## config.mk

```make
export PLATFORM = sky130hd
export DESIGN_NAME = ppq_ram
export DESIGN_NICKNAME = d
export VERILOG_FILES = /design/src/sv/popularity_palette_quantizer_defines.svh /design/src/sv/ppq_ram.sv
export SDC_FILE = /design/constraint.sdc
export NUM_CORES = 1
export LEC_CHECK = 0
export BUFFER_PORTS_ARGS = -buffer_cell sky130_fd_sc_hd__buf_2
export CORE_MARGIN = 5
export CORE_UTILIZATION = 35
export DETAILED_ROUTE_END_ITERATION = 6
export SLEW_MARGIN = 20
export SYNTH_ARGS = -nofsm -noshare
export SYNTH_HDL_FRONTEND = slang
export SYNTH_SLANG_ARGS = --single-unit
```

## constraint.sdc

```tcl
create_clock -name clk -period 4.25 [get_ports clk]
set_clock_uncertainty 0.15 [all_clocks]
set_input_delay 0.2125 -clock clk [delete_from_list [all_inputs] [get_ports clk]]
set_output_delay 0.2125 -clock clk [all_outputs]
set_load 0.01 [all_outputs]
```

## src/sv/popularity_palette_quantizer_defines.svh

```systemverilog
// Assertion macros shared by the palette quantizer RTL.
`ifndef POPULARITY_PALETTE_QUANTIZER_DEFINES_SVH
`define POPULARITY_PALETTE_QUANTIZER_DEFINES_SVH

// Checks that the consequent holds in the same cycle as the antecedent.
`define PPQ_ASSERT_NOW(lbl, ante, cons, msg) \
  lbl: assert property (@(posedge clk) disable iff (!rst_n) (ante) |-> (cons)) \
    else $error(msg);

// Checks that the consequent holds in the cycle after the antecedent.
`define PPQ_ASSERT_NEXT(lbl, ante, cons, msg) \
  lbl: assert property (@(posedge clk) disable iff (!rst_n) (ante) |=> (cons)) \
    else $error(msg);

`endif

```

## src/sv/ppq_ram.sv

```systemverilog
// Generic single-write, single-read RAM with a registered read port.
module ppq_ram #(
  parameter int WIDTH = 8,
  parameter int DEPTH = 16
) (
  input  logic                     clk,
  input  logic                     we,
  input  logic [$clog2(DEPTH)-1:0] waddr,
  input  logic [WIDTH-1:0]         wdata,
  input  logic [$clog2(DEPTH)-1:0] raddr,
  output logic [WIDTH-1:0]         rdata
);

  logic [WIDTH-1:0] mem [DEPTH];

  always_ff @(posedge clk) begin
    if (we) begin
      mem[waddr] <= wdata;
    end
    rdata <= mem[raddr];
  end

endmodule

```

# ---- Word level (Yosys, flattened, before mapping)
# Memory sizes are Yosys's and may differ from the RTL's. A register that Yosys moved wholly into a read port is not among the register bits.
# Index checks and enable logic that the tools add are counted.
dict set report word_totals {
  reg_bits 0
  ram_bits 128
  input_bits 18
  output_inout_bits 8
  word_cells 3
  n_memories 1
}
dict set report op_classes {
  mux 2
}
# name words word_bits rd rd_ports_with_merged_regs wr line_no
set memory_table {}
lappend memory_table {mem 16 8 1 1 1 ppq_ram.sv:14} ;# logic [WIDTH-1:0] mem [DEPTH];
# operator count
set op_table {}
lappend op_table {{$mux W1} 2}

# ---- Depth between registers and ports, before layout
dict set report depth {
  ltp_word 2
  depth_mapped 5
}

# ---- Worst setup path before layout
# Ideal clock, no wire load.
dict set report synth_path {
  kind {input to register}
  start {input port waddr[2]}
  end {memory mem[0][0], enable pin}
  setup_time_ps 383
  t_arrival_ps 1322
  slack_ps 2395
  path_stages 2
  n_path_buf 0
  path_cell_list {or3b_2 -> nor3_1}
}
# item line_no
set synth_lines {}
lappend synth_lines {{start: declaration} ppq_ram.sv:8} ;# input logic [$clog2(DEPTH)-1:0] waddr,
lappend synth_lines {{end: declaration} ppq_ram.sv:14}
# Straight into the memory's write port.

==> flow_summary.yaml <==
clock_network:
  clk_latency_ps: 400
  root_buffer: "clkbuf_16"
  cts_buffer_depth: 2
  cts_tree: "yes"
  htree_num_levels: 4
  cts_buffers: 17
  cts.sinks: 136
  cts_hold_buffers: 0
  cts.clk_slew.worst_paths_ps: 60
  cts_resized: 0
  cts_setup_buffers: 0
pwr:
  p_switching_uw: 616.6
  clockPowerShare_pct: 48.6
  seqPwrFrac_pct: 47.2
  intPower_uw: 2588
  finalPower_uw: 3205
  switching_share_pct: 19.24
  peakVddDrop_mv: 0.2695
  p_comb_share_pct: 4.2
  p_per_area_mw_per_mm2: 527.3
  p_leak_uw: 0.002007
route:
  vias: 2388
  vias_per_cell: 5.180
  drtIter0Drc: 161
  wirelength_um: 10250
  wire_per_inst_um: 22.23
  drtPass1Iterations: 4
  remaining_drc_errors: 0
  ant_nets: 0
setup_path:
  r2r_cells: 3
  worstSetupPathType: "in2reg"
  arrival_ps: 1820
  crit_slowest_cell: "mux4_1"
  r2r-end: "rdata[2]$_DFF_P_"
  cp.required_ps: 4380
  startpoint: "raddr[0]"
  max_stage_delay_ps: 640
  worstSetupEndpoint: "rdata[2]$_DFF_P_"
  cp_max_fo: 32
  r2r_slack_ps: 2660
  startpoint_type: "input pin"
  r2r-start: "mem[2][2]$_DFFE_PP_"
  crit_chain: "buf_4, mux4_1, a22oi_1, nand2_1"
  critPathCaptureType: "flip-flop"
sta:
  setup_tns_ps: 0
  tightest_slew_ps: 999.2
  rsz0062_at_grt: "false"
  finalSetupViolations: 0
  min_period_ps: 1686
  drv_slew: 0
  max_freq_ghz: 0.5931
  relSlewSlack_pct: 33.14
  period_share_pct: 39.67
  finalHoldViolCount: 0
synth:
  synth_top_family_by_area: "multiplexers"
  synth_area_mm2: 0.005147
  synth_edf_count: 128
  yosysMostFrequentCell: "edfxtp_1"
  synth_mux_area_share_pct: 15.02
  ys_types: 19
  synth_nets: 247
  synthTopCellsByArea: "edfxtp_1 75%, mux4_2 7.9%, mux4_1 7.1%, dfxtp_1 3.1%, a22oi_1 2.3%"
  yosysTopAreaCell: "edfxtp_1"
  syn_inst: 229
  synthAdderAreaFrac_pct: 0
  synth_common_cells: "128 x edfxtp_1, 18 x mux4_2, 16 x a22oi_1"
  async_flop_share_pct: 0
  yosysWarnings: 0
  synthSimpleGateAreaFrac_pct: 3.184
  ys_seq_elements: 136
  synth_compound_area_share_pct: 2.333
  synth_ff_type: "edfxtp_1"
  ys_seq_area_share_pct: 77.78
  synthXorXnorAreaFrac_pct: 0
  synth_area_per_cell_um2: 22.48
  synth_top_area_share_pct: 74.67
final_layout:
  n_antenna_cell: 0
  drive_gt1_share_pct: 27.80
  seq_area_mm2: 0.004004
  final_util_pct: 41.97
  fill_cells: 1246
  multiInputGateArea_mm2: 0.001067
  stdcell_area_mm2: 0.006077
  nets: 283
  stdcell_count: 461
  syn2layout_area_growth_pct: 18.06
floorplanning:
  row_count: 44
  core_mm2: 0.01448
  num_io_pins: 26
  die_area_mm2: 0.01723
  die_w_um: 131.3
  die_h_um: 131.3
  start_util_pct: 35.55
placement:
  routabilityCongestion: 0.7325
  dpl_cell_area_mm2: 0.005441
  dp_cells: 430
  dp_hpwl_um: 6221
  portBuffers: 25
hold_path:
  hold_class: "in2reg"
  whs_path_depth: 1
grt:
  grt_pass1_vias: 2479
  grt_max_degree: 33
  grt-ovfl-total: 0
  grt_antenna_before_repair: 0
  grt_usage_pct: 12.19
  grt_first_pass_wirelength_um: 15430
status:
  outcome: "finished clean"
job:
  maxCapViolCount: 0
[critical path: cells and delay by family]
kind,cells,cell delay [ps]
multiplexers,1,640
buffers and inverters,1,490
AO/OA/AOI/OAI,1,370
AND/OR/NAND/NOR,1,90
[power groups by stage]
| stage | sequential [µW] | clock, µW | combinational (µW) |
|---|---|---|---|
| floorplan | 1540 | 0 | 76.1 |
| detailed placement | 1540 | 0 | 138 |
| global route | 1510 | 1650 | 147 |
| global placement | 1540 | 0 | 134 |
| finish | 1510 | 1560 | 136 |
| CTS | 1510 | 1580 | 138 |
[worst min path at each step]
stage	from	end	slack, ps
6_report	wdata[6]	mem[4][6]$_DFFE_PP_	40
2_1_floorplan	wdata[0]	mem[0][0]$_DFFE_PP_	160
3_3_place_gp	wdata[0]	mem[1][0]$_DFFE_PP_	450
5_1_grt	wdata[7]	mem[7][7]$_DFFE_PP_	40
3_5_place_dp	wdata[0]	mem[0][0]$_DFFE_PP_	470
4_1_cts	wdata[0]	mem[0][0]$_DFFE_PP_	40
[layout make-up]
class                           instances  area share [%]
Sequential cell                       136           65.88
Clock inverter                         13           3.356
Multi-Input combinational cell         83           17.56
Tap cell                              184           3.788
Timing Repair Buffer                   27           2.347
Clock buffer                           18           7.062
[layout by cell type, fill, tap and decap left out]
cell type   Yosys  routed
nor3_2          0       2
clkbuf_16       0      17
nor2b_1         1       1
a22oi_1        16      16
mux4_1         14      14
buf_2           3      24
or3b_2          1       1
buf_4           1       3
clkbuf_1        0       1
and2_1          1       1
mux4_2         18      18
clkinv_4        0       2
nand3b_1        2       2
nand2_1         9       9
nor2_1         13      13
clkinv_2        0       2
and2b_1         1       1
nor3_1          4       2
nand3_1         1       1
bufinv_16       0       5
nand2b_1        2       2
edfxtp_1      128     128
clkinvlp_4      0       3
dfxtp_1         8       8
clkinv_1        0       1
[per-layer routing]
| layer | vias up | global-route usage [%] | part of all wire, % |
|---|---|---|---|
| met5 | - | 0 | 0 |
| met4 | 0 | 3.429 | 0.50 |
| met3 | 5 | 3.479 | 6.6 |
| met2 | 87 | 17.24 | 45 |
| met1 | 1247 | 18.49 | 48 |
| li1 | 1049 | - | - |
[cell families (layout without fill, tap and decap cells)]
family	Yosys count	in the layout
AOI/OAI and AO/OA	16	16
buffers and inverters	10	58
DFF	136	136
muxes	32	32
and+or+nand+nor	35	35
[registers in the layout, indices dropped and copies added, names as in the netlist]
name,cells
mem,128
rdata,8
[per-stage QoR]
stage	setup WS, ps	hold slack [ps]
after floorplan	2395	161.4
after global placement	1775	451.8
after detailed placement	1812	467.1
after CTS	2216	39.15
after global routing	2498	44.92
final	2564	40.69
Note: power is estimated with default switching activity, not from simulation.
